==> config.mk <==
export PLATFORM = sky130hd
export DESIGN_NAME = markdown_marker_scanner
export DESIGN_NICKNAME = d
export VERILOG_FILES = /design/src/mmsc_pkg.sv /design/src/markdown_marker_scanner.sv /design/src/mmsc_front.sv /design/src/mmsc_queue.sv /design/src/mmsc_back.sv
export SDC_FILE = /design/constraint.sdc
export NUM_CORES = 1
export LEC_CHECK = 0
export BUFFER_PORTS_ARGS = -buffer_cell sky130_fd_sc_hd__buf_2
export CORE_ASPECT_RATIO = 1.4
export CORE_MARGIN = 5
export CORE_UTILIZATION = 49
export CTS_CLUSTER_DIAMETER = 150
export DETAILED_ROUTE_END_ITERATION = 8
export PLACE_DENSITY_LB_ADDON = 0.2
export SYNTH_ARGS = -nofsm -noshare
export SYNTH_HDL_FRONTEND = slang
export SYNTH_SLANG_ARGS = --single-unit
==> constraint.sdc <==
create_clock -name clk -period 3.4 [get_ports clk]
set_input_delay 0.68 -clock clk [delete_from_list [all_inputs] [get_ports clk]]
set_output_delay 0.68 -clock clk [all_outputs]
set_load 0.05 [all_outputs]
==> src/mmsc_pkg.sv <==
// Shared types, character codes and the byte classifier for the Markdown marker scanner.
// Used by the top level, front, queue and back modules and by the testbench; depends on nothing.
`default_nettype none

package mmsc_pkg;

  localparam logic [7:0] CH_STAR  = 8'h2A;
  localparam logic [7:0] CH_TILDE = 8'h7E;
  localparam logic [7:0] CH_HASH  = 8'h23;
  localparam logic [7:0] CH_SPACE = 8'h20;
  localparam logic [7:0] CH_NL    = 8'h0A;

  // Lookahead window depth and the queue between front and back.
  localparam int WIN_DEPTH   = 4;
  localparam int QDEPTH      = 4;
  localparam int POS_FIELD_W = 16;

  localparam logic [1:0] LVL_NONE = 2'd0;
  localparam logic [1:0] LVL_H1   = 2'd1;
  localparam logic [1:0] LVL_H2   = 2'd2;
  localparam logic [1:0] LVL_H3   = 2'd3;

  typedef struct packed {
    logic star;
    logic tilde;
    logic hash;
    logic space;
    logic nl;
    logic delim;
  } mmsc_class_t;

  typedef struct packed {
    mmsc_class_t cls;
    logic        last;
  } mmsc_entry_t;

  // Packed so that position sits in the lowest bits.
  typedef struct packed {
    logic [1:0]             heading_close_level;
    logic [1:0]             heading_open_level;
    logic                   italic_close;
    logic                   italic_open;
    logic                   strike_close;
    logic                   strike_open;
    logic                   bold_close;
    logic                   bold_open;
    logic [POS_FIELD_W-1:0] position;
  } mmsc_result_t;

  function automatic mmsc_class_t mmsc_classify(input logic [7:0] c);
    mmsc_class_t k;
    k.star  = (c == CH_STAR);
    k.tilde = (c == CH_TILDE);
    k.hash  = (c == CH_HASH);
    k.space = (c == CH_SPACE);
    k.nl    = (c == CH_NL);
    // Space, newline and the four ASCII punctuation ranges.
    k.delim = (c == CH_SPACE) || (c == CH_NL) ||
              (c >= 8'h21 && c <= 8'h2F) || (c >= 8'h3A && c <= 8'h40) ||
              (c >= 8'h5B && c <= 8'h60) || (c >= 8'h7B && c <= 8'h7E);
    return k;
  endfunction

endpackage

`default_nettype wire

==> src/markdown_marker_scanner.sv <==
// Markdown marker scanner: one text byte per beat in, one marker result per position out.
// Path: the result for a byte is built once the third byte behind it (or the final byte) has
// reached the window; it passes the front register, queue, window register and output register.
// Throughput: one byte per cycle while the output is not stalled; the final byte of a text drains
// up to four results, one per cycle from the back window, and the back takes no byte of the next text until then.
// Reset: rst_n synchronous active low; clears handshakes, queue, window fill and text state.
`default_nettype none

module markdown_marker_scanner #(
  parameter int POSITION_WIDTH = 16
) (
  input  wire         clk,
  input  wire         rst_n,
  input  wire         in_tvalid,
  output logic        in_tready,
  input  wire  [7:0]  in_tdata,   // [7:0] char_in
  input  wire         in_tlast,   // last_char
  output logic        out_tvalid,
  input  wire         out_tready,
  // [15:0] position, [16] bold_open, [17] bold_close, [18] strike_open, [19] strike_close,
  // [20] italic_open, [21] italic_close, [23:22] heading_open_level,
  // [25:24] heading_close_level, [31:26] zero
  output logic [31:0] out_tdata,
  output logic        out_tlast   // end_of_text
);
  import mmsc_pkg::*;

  logic         f_valid, f_ready, b_valid, b_ready;
  mmsc_entry_t  f_entry, b_entry;
  mmsc_result_t result;

  mmsc_front u_front (
    .clk       (clk),
    .rst_n     (rst_n),
    .in_tvalid (in_tvalid),
    .in_tready (in_tready),
    .in_tdata  (in_tdata),
    .in_tlast  (in_tlast),
    .q_valid   (f_valid),
    .q_ready   (f_ready),
    .q_entry   (f_entry)
  );

  mmsc_queue u_queue (
    .clk        (clk),
    .rst_n      (rst_n),
    .push_valid (f_valid),
    .push_ready (f_ready),
    .push_entry (f_entry),
    .pop_valid  (b_valid),
    .pop_ready  (b_ready),
    .pop_entry  (b_entry)
  );

  mmsc_back #(
    .POSITION_WIDTH (POSITION_WIDTH)
  ) u_back (
    .clk        (clk),
    .rst_n      (rst_n),
    .q_valid    (b_valid),
    .q_ready    (b_ready),
    .q_entry    (b_entry),
    .out_tvalid (out_tvalid),
    .out_tready (out_tready),
    .out_result (result),
    .out_eot    (out_tlast)
  );

  assign out_tdata = {{(32 - $bits(mmsc_result_t)){1'b0}}, result};

endmodule

`default_nettype wire

==> src/mmsc_front.sv <==
// Input stage: accepts text bytes, classifies each one and registers it for the queue.
// Depends on mmsc_pkg.
`default_nettype none

module mmsc_front (
  input  wire                  clk,
  input  wire                  rst_n,
  input  wire                  in_tvalid,
  output logic                 in_tready,
  input  wire  [7:0]           in_tdata,   // [7:0] char_in
  input  wire                  in_tlast,   // last_char
  output logic                 q_valid,
  input  wire                  q_ready,
  output mmsc_pkg::mmsc_entry_t q_entry
);
  import mmsc_pkg::*;

  logic        valid_r, valid_nxt;
  mmsc_entry_t entry_r, entry_nxt;

  assign in_tready = !valid_r || q_ready;
  assign q_valid   = valid_r;
  assign q_entry   = entry_r;

  always_comb begin
    valid_nxt = valid_r;
    entry_nxt = entry_r;
    if (in_tready) begin
      valid_nxt = in_tvalid;
      entry_nxt.cls  = mmsc_classify(in_tdata);
      entry_nxt.last = in_tlast;
    end
  end

  always_ff @(posedge clk) begin
    if (!rst_n) begin
      valid_r <= 1'b0;
    end else begin
      valid_r <= valid_nxt;
    end
    entry_r <= entry_nxt;
  end

endmodule

`default_nettype wire

==> src/mmsc_queue.sv <==
// Short register queue of classified bytes between the front and back parts.
// Depends on mmsc_pkg.
`default_nettype none

module mmsc_queue (
  input  wire                   clk,
  input  wire                   rst_n,
  input  wire                   push_valid,
  output logic                  push_ready,
  input  wire  mmsc_pkg::mmsc_entry_t push_entry,
  output logic                  pop_valid,
  input  wire                   pop_ready,
  output mmsc_pkg::mmsc_entry_t pop_entry
);
  import mmsc_pkg::*;

  localparam int QAW = $clog2(QDEPTH);

  mmsc_entry_t    entries_r [QDEPTH];
  logic [QAW-1:0] wr_ptr_r, wr_ptr_nxt;
  logic [QAW-1:0] rd_ptr_r, rd_ptr_nxt;
  logic [QAW:0]   count_r, count_nxt;
  logic           do_push, do_pop;

  assign push_ready = (count_r != QDEPTH[QAW:0]);
  assign pop_valid  = (count_r != '0);
  assign pop_entry  = entries_r[rd_ptr_r];
  assign do_push    = push_valid && push_ready;
  assign do_pop     = pop_valid && pop_ready;

  always_comb begin
    wr_ptr_nxt = do_push ? wr_ptr_r + 1'b1 : wr_ptr_r;
    rd_ptr_nxt = do_pop ? rd_ptr_r + 1'b1 : rd_ptr_r;
    count_nxt  = count_r + {{QAW{1'b0}}, do_push} - {{QAW{1'b0}}, do_pop};
  end

  always_ff @(posedge clk) begin
    if (!rst_n) begin
      wr_ptr_r <= '0;
      rd_ptr_r <= '0;
      count_r  <= '0;
    end else begin
      wr_ptr_r <= wr_ptr_nxt;
      rd_ptr_r <= rd_ptr_nxt;
      count_r  <= count_nxt;
    end
    if (do_push) begin
      entries_r[wr_ptr_r] <= push_entry;
    end
  end

endmodule

`default_nettype wire

==> src/mmsc_back.sv <==
// Back part: four-byte lookahead window, marker detectors, position and heading state,
// and the output register. Depends on mmsc_pkg.
`default_nettype none

module mmsc_back #(
  parameter int POSITION_WIDTH = 16
) (
  input  wire                   clk,
  input  wire                   rst_n,
  input  wire                   q_valid,
  output logic                  q_ready,
  input  wire  mmsc_pkg::mmsc_entry_t q_entry,
  output logic                  out_tvalid,
  input  wire                   out_tready,
  output mmsc_pkg::mmsc_result_t out_result,
  output logic                  out_eot
);
  import mmsc_pkg::*;

  localparam logic [POSITION_WIDTH-1:0] POS_MAX = {POSITION_WIDTH{1'b1}};

  mmsc_class_t win_r [WIN_DEPTH];
  mmsc_class_t win_nxt [WIN_DEPTH];
  logic [2:0]  fill_r, fill_nxt, fill_s;
  logic        flush_r, flush_nxt;
  logic        ws_r, ws_nxt;   // byte before the front is a space or newline
  logic        ls_r, ls_nxt;   // byte before the front is a newline
  logic [POSITION_WIDTH-1:0] pos_r, pos_nxt;
  logic [1:0]  lvl_r, lvl_nxt;
  logic        out_valid_r, out_valid_nxt;
  mmsc_result_t res_r, res_nxt;
  logic        eot_r, eot_nxt;

  logic        can_load, emit, pop;
  logic        v1, v2, v3, n_is1, n_is2, two_star, two_tilde;
  logic        end0, end1;
  logic [1:0]  open_lvl;
  logic [POS_FIELD_W-1:0] pos_cap;

  generate
    if (POSITION_WIDTH > POS_FIELD_W) begin : g_cap
      assign pos_cap = (|pos_r[POSITION_WIDTH-1:POS_FIELD_W]) ? {POS_FIELD_W{1'b1}}
                                                              : pos_r[POS_FIELD_W-1:0];
    end else if (POSITION_WIDTH == POS_FIELD_W) begin : g_eq
      assign pos_cap = pos_r;
    end else begin : g_ext
      assign pos_cap = {{(POS_FIELD_W-POSITION_WIDTH){1'b0}}, pos_r};
    end
  endgenerate

  assign can_load   = !out_valid_r || out_tready;
  // A full window reports its front; after the final byte the rest drains one per cycle unless the output stalls.
  assign emit       = can_load && ((fill_r == 3'd4) || (flush_r && fill_r != 3'd0));
  assign pop        = q_valid && !flush_r && ((fill_r != 3'd4) || emit);
  assign q_ready    = !flush_r && ((fill_r != 3'd4) || emit);
  assign out_tvalid = out_valid_r;
  assign out_result = res_r;
  assign out_eot    = eot_r;

  always_comb begin
    v1    = (fill_r > 3'd1);
    v2    = (fill_r > 3'd2);
    v3    = (fill_r > 3'd3);
    n_is1 = (fill_r == 3'd1);
    n_is2 = (fill_r == 3'd2);
    two_star  = v1 && win_r[0].star && win_r[1].star;
    two_tilde = v1 && win_r[0].tilde && win_r[1].tilde;
    end0 = (flush_r && n_is1) || (v1 && win_r[1].delim);
    end1 = (flush_r && n_is2) || (v2 && win_r[2].delim);

    open_lvl = LVL_NONE;
    if (ls_r && win_r[0].hash) begin
      priority if (v1 && win_r[1].space) begin
        open_lvl = LVL_H1;
      end else if (v2 && win_r[1].hash && win_r[2].space) begin
        open_lvl = LVL_H2;
      end else if (v3 && win_r[1].hash && win_r[2].hash && win_r[3].space) begin
        open_lvl = LVL_H3;
      end else begin
        open_lvl = LVL_NONE;
      end
    end

    res_nxt.position            = pos_cap;
    res_nxt.bold_open           = two_star && ws_r;
    res_nxt.bold_close          = two_star && end1;
    res_nxt.strike_open         = two_tilde && ws_r;
    res_nxt.strike_close        = two_tilde && end1;
    res_nxt.italic_open         = win_r[0].star && ws_r;
    res_nxt.italic_close        = win_r[0].star && end0;
    res_nxt.heading_open_level  = open_lvl;
    res_nxt.heading_close_level = win_r[0].nl ? lvl_r : LVL_NONE;
    eot_nxt                     = flush_r && n_is1;
    if (!emit) begin
      res_nxt = res_r;
      eot_nxt = eot_r;
    end
    out_valid_nxt = emit ? 1'b1 : (out_valid_r && !out_tready);

    for (int i = 0; i < WIN_DEPTH; i++) begin
      win_nxt[i] = win_r[i];
    end
    if (emit) begin
      for (int i = 0; i < WIN_DEPTH - 1; i++) begin
        win_nxt[i] = win_r[i+1];
      end
      win_nxt[WIN_DEPTH-1] = '0;
    end
    fill_s    = fill_r - {2'b00, emit};
    fill_nxt  = fill_s;
    flush_nxt = flush_r;
    if (pop) begin
      win_nxt[fill_s[1:0]] = q_entry.cls;
      fill_nxt  = fill_s + 3'd1;
      flush_nxt = q_entry.last;
    end

    ws_nxt  = ws_r;
    ls_nxt  = ls_r;
    pos_nxt = pos_r;
    lvl_nxt = lvl_r;
    if (emit && flush_r && n_is1) begin
      // Text done: back to the state of a fresh text.
      fill_nxt  = 3'd0;
      flush_nxt = 1'b0;
      ws_nxt    = 1'b1;
      ls_nxt    = 1'b1;
      pos_nxt   = '0;
      lvl_nxt   = LVL_NONE;
    end else if (emit) begin
      ws_nxt  = win_r[0].space || win_r[0].nl;
      ls_nxt  = win_r[0].nl;
      pos_nxt = (pos_r != POS_MAX) ? pos_r + 1'b1 : pos_r;
      if (open_lvl != LVL_NONE) begin
        lvl_nxt = open_lvl;
      end
      if (win_r[0].nl) begin
        lvl_nxt = LVL_NONE;
      end
    end
  end

  always_ff @(posedge clk) begin
    if (!rst_n) begin
      fill_r      <= 3'd0;
      flush_r     <= 1'b0;
      ws_r        <= 1'b1;
      ls_r        <= 1'b1;
      pos_r       <= '0;
      lvl_r       <= LVL_NONE;
      out_valid_r <= 1'b0;
    end else begin
      fill_r      <= fill_nxt;
      flush_r     <= flush_nxt;
      ws_r        <= ws_nxt;
      ls_r        <= ls_nxt;
      pos_r       <= pos_nxt;
      lvl_r       <= lvl_nxt;
      out_valid_r <= out_valid_nxt;
    end
    for (int i = 0; i < WIN_DEPTH; i++) begin
      win_r[i] <= win_nxt[i];
    end
    res_r <= res_nxt;
    eot_r <= eot_nxt;
  end

endmodule

`default_nettype wire

==> results.txt <==
----------------------------------------------------
[Run status]
  Run status ... complete, no violations

[Clock network]
  Clock network latency to the later pin of the worst-skew pair ... 410 ps
  Number of gates resized after cts ... 0
  CTS tree ... yes
  Post-CTS Hold Fix Bufs ... 0
  CTS sink count ... 120
  Total CTS buffers ... 17
  Post-CTS Setup Bufs ... 0
  Buffer cell driving the clock tree root ... clkbuf_16
  Worst-case clock buffer depth ... 2
  Clock slew at reported path FFs ... 50 ps
  Total number of H-tree levels ... 4

[Yosys]
  Compound-gate portion of the synthesized area ... 11.06%
  EDFF count, synth ... 62
  Mux contribution to synthesized area ... 6.993%
  Async set-or-reset flop fraction in the synthesized netlist ... 0%
  Xor/xnor cell area share of the yosys netlist ... 1.194%
  Simple-gate area share of the yosys netlist ... 14.23%
  Post-synth top area cell ... edfxtp_1
  Post-synth cell types ... 58
  Share of the synthesized area in the top cell type ... 36.26%
  Area of the mapped netlist ... 5135 sq um
  Main combinational cell family by area after synthesis ... simple AND/OR/NAND/NOR gates
  Leading register cell type out of synthesis ... edfxtp_1
  Mean instance size in the synthesized netlist ... 11.70 sq um
  Number of warnings issued by yosys ... 0
  Yosys reg bits ... 120
  Gate count of the mapped netlist ... 439
  Sequential area share after synthesis ... 58.87%
  Cell types with the largest area share after synthesis ... edfxtp_1 (36%), dfxtp_1 (23%), mux2i_1 (3.7%)
  Post-Synth Adder-Cell Area ... 3.558%

[Global routing]
  Most crowded layer after global routing ... met2
  Overall track demand over capacity in global routing ... 15.66%
  Met1 usage ... 16.65%
  Initial antenna violation count ... 0
  Met2 layer usage reported by global route ... 27.30%
  Wire length of the first global-routing pass ... 15370 um
  Grt ovf ... 0
  Maximum number of pins on one net before global-route repair ... 45
  Met3 track utilization from global routing ... 4.691%
  Via count of the first global-routing pass ... 3358

[Final layout]
  Filler-free cell count of the finished design ... 642
  Total Nets Final ... 518
  Ant. Diodes ... 0
  Leading cell type in the layout, fill and taps excluded ... edfxtp_1
  Share of the core filled with cells ... 59.35%
  Layout Area Growth over Synthesis ... 18.98%
  Post-route cell area ... 6110 sq um
  Highest-count cells in the layout ignoring fill and taps ... edfxtp_1 (62), dfxtp_1 (58), buf_2 (41)
  Layout cell share with drive strength beyond 1 ... 18.85%

[Power and ir drop]
  VDD IR max ... 0.0004697 V
  Switching component of the power ... 0.001800 W
  Power share of the sequential group ... 38.0%
  Cell leakage power ... 2.251 nW
  Fraction of power consumed by the clock network ... 33.5%
  Internal power component ... 0.003752 W
  Power share of the combinational group ... 28.6%
  Power density over the cells ... 908.7 nW/um^2
  Switching power as a share of total power ... 32.42%

[Timing]
  Max_slew headroom ... 35.85%
  Worst-Margin Slew ... 961.3 ps
  Final setup violation count ... 0
  Number of pins exceeding their max-slew limit in the final report ... 0
  Final Hold Slack ... 454.4 ps
  Hold violation count in the final report ... 0
  Total negative setup slack ... 0 ps
  Final Skew ... 5.618 ps
  Upper clock frequency limit ... 370.2 MHz
  Unrepaired setup endpoints after global routing ... no
  Final critical delay including setup and external delays ... 2701 ps
  Period utilisation layout ... 79.44%

[Floorplan]
  Effective utilization at floorplan ... 49.88%
  Std-Cell Rows ... 44
  Overall die height ... 131.1 um
  Area enclosed by the die boundary ... 12660 sq um
  Die W ... 96.52 um
  Ports placed on the boundary ... 48
  Area inside the core boundary ... 10290 sq um

[Setup path]
  Path type of the worst setup path ... reg -> reg
  Data arrival time of the worst path ... 2960 ps
  Critical Path End Type ... flop
  CP required ... 3660 ps
  Kind of start point of the critical path ... flop
  CP max FO ... 13

[Place]
  Routability congestion estimate from global placement ... 0.7870
  Total half-perimeter wirelength after legalization and detailed placement ... 6500 um
  Port bufs ... 41
  Instance count after placement with tap cells included ... 610
  Total placed instance area ... 5493 sq um

[Route]
  Number of detailed-routing iterations run before antenna repair ... 4
  Remaining design rule violation count ... 0
  Via density ... 5.350
  WL/cell ... 14.22 um
  Overall via count from detail_route ... 3435
  Final routed wirelength across all metal layers ... 9130 um
  Post-route ant nets ... 0
  Number of DRC markers in iteration 0 ... 145

[Run]
  Max-cap viol count ... 0

[Hold path]
  HP Class ... in -> reg

----------------------------------------------------
==> sequential cells by signal, summed over array words and instances, names as in the netlist, 3 cells and up, named ones only <==
name and count:
u_back.fill_r 3, u_front.q_entry 7, u_back.win_r 23, u_back.out_result 26, u_queue.count_r 3, u_queue.entries_r 28, u_back.pos_cap 16
==> critical path, cell delays in order, from the launching register on <==
cell and delay, ps:
dfxtp_1 490, nor3b_4 480, o21ai_2 130, inv_2 70, ha_1 140, ha_1 260
inv_1 120, ha_1 150, inv_1 40, a2111oi_2 270, buf_4 230, xnor2_1 120
nor2_1 50
==> through the flow <==
stage	total power, W	setup slack, ps
floorplan	0.003330	183.2
global placement	0.003689	629.9
detailed placement	0.003737	593.7
CTS	0.005610	681.0
global route	0.005889	469.2
finish	0.005552	699.1
==> final timing paths <==
| check | start | end | slack [ps] | depth (start not counted) |
|---|---|---|---|---|
| setup reg to reg | u_back.fill_r[2] | u_back.fill_r[2] | 700 | 12 |
| hold reg to reg | u_back.win_r[3][1] | u_back.win_r[3][1] | 460 | 2 |
| hold / removal | in_tlast | u_front.q_entry[0] | 450 | 1 |
| setup / recovery | u_back.fill_r[2] | u_back.fill_r[2] | 700 | 12 |
==> logic make-up (layout without fill, tap and decap cells) <==
family | count (synthesis) | count (layout)
buf+inv | 46 | 106
flops | 120 | 120
mux | 27 | 27
compound gates | 89 | 89
simple gates | 135 | 135
xor+xnor | 7 | 7
other cells | 1 | 6
fa+ha+maj | 14 | 14
==> Yosys cell counts (2+ instances only) <==
cell type  instances
nand2b_1           4
a31oi_1            5
buf_2              6
o31ai_1            9
a21oi_1           20
nor2_1            23
nand4b_1           2
nor4_1             2
o21ai_0           32
or4_1             13
nand4_1            7
nand3_1           11
a211oi_1           2
a2bb2oi_1          2
nor3_1             3
o311ai_0           2
xnor2_1            6
clkbuf_1          10
and4_1             4
a21o_1             3
dfxtp_1           58
and2_1             9
nand3b_1           2
or3_1              4
edfxtp_1          62
buf_4              7
mux4_2             7
ha_1              13
o41ai_1            2
a2111oi_0          2
a2111oi_2          2
nor2b_1            3
mux2i_1           19
nand2_1           40
inv_1             20
==> layer usage <==
layer | vias to the layer above | routed length [um]
met4 | 0 | 221
met1 | 1610 | 3667
met3 | 22 | 432
met5 | - | 0
met2 | 82 | 4809
li1 | 1721 | -
==> cell type report <==
cell class,count,area [sq um]
Clock buffer,20,436.7
Clock inverter,12,180.2
Fill cell,841,4185
Inverter,22,82.58
Multi-Input combinational cell,278,1927
Sequential cell,120,3023
Tap cell,138,172.7
Timing Repair Buffer,52,287.8
==> power groups by stage <==
stage          logic (W)  registers (W)  clock network, W
3_3_place_gp     0.00157        0.00212                 0
6_report         0.00159        0.00211           0.00186
5_1_grt          0.00178        0.00216           0.00195
4_1_cts          0.00161        0.00211           0.00189
2_1_floorplan    0.00105        0.00228                 0
3_5_place_dp     0.00160        0.00214                 0
Note: power is estimated with default switching activity, not from simulation.
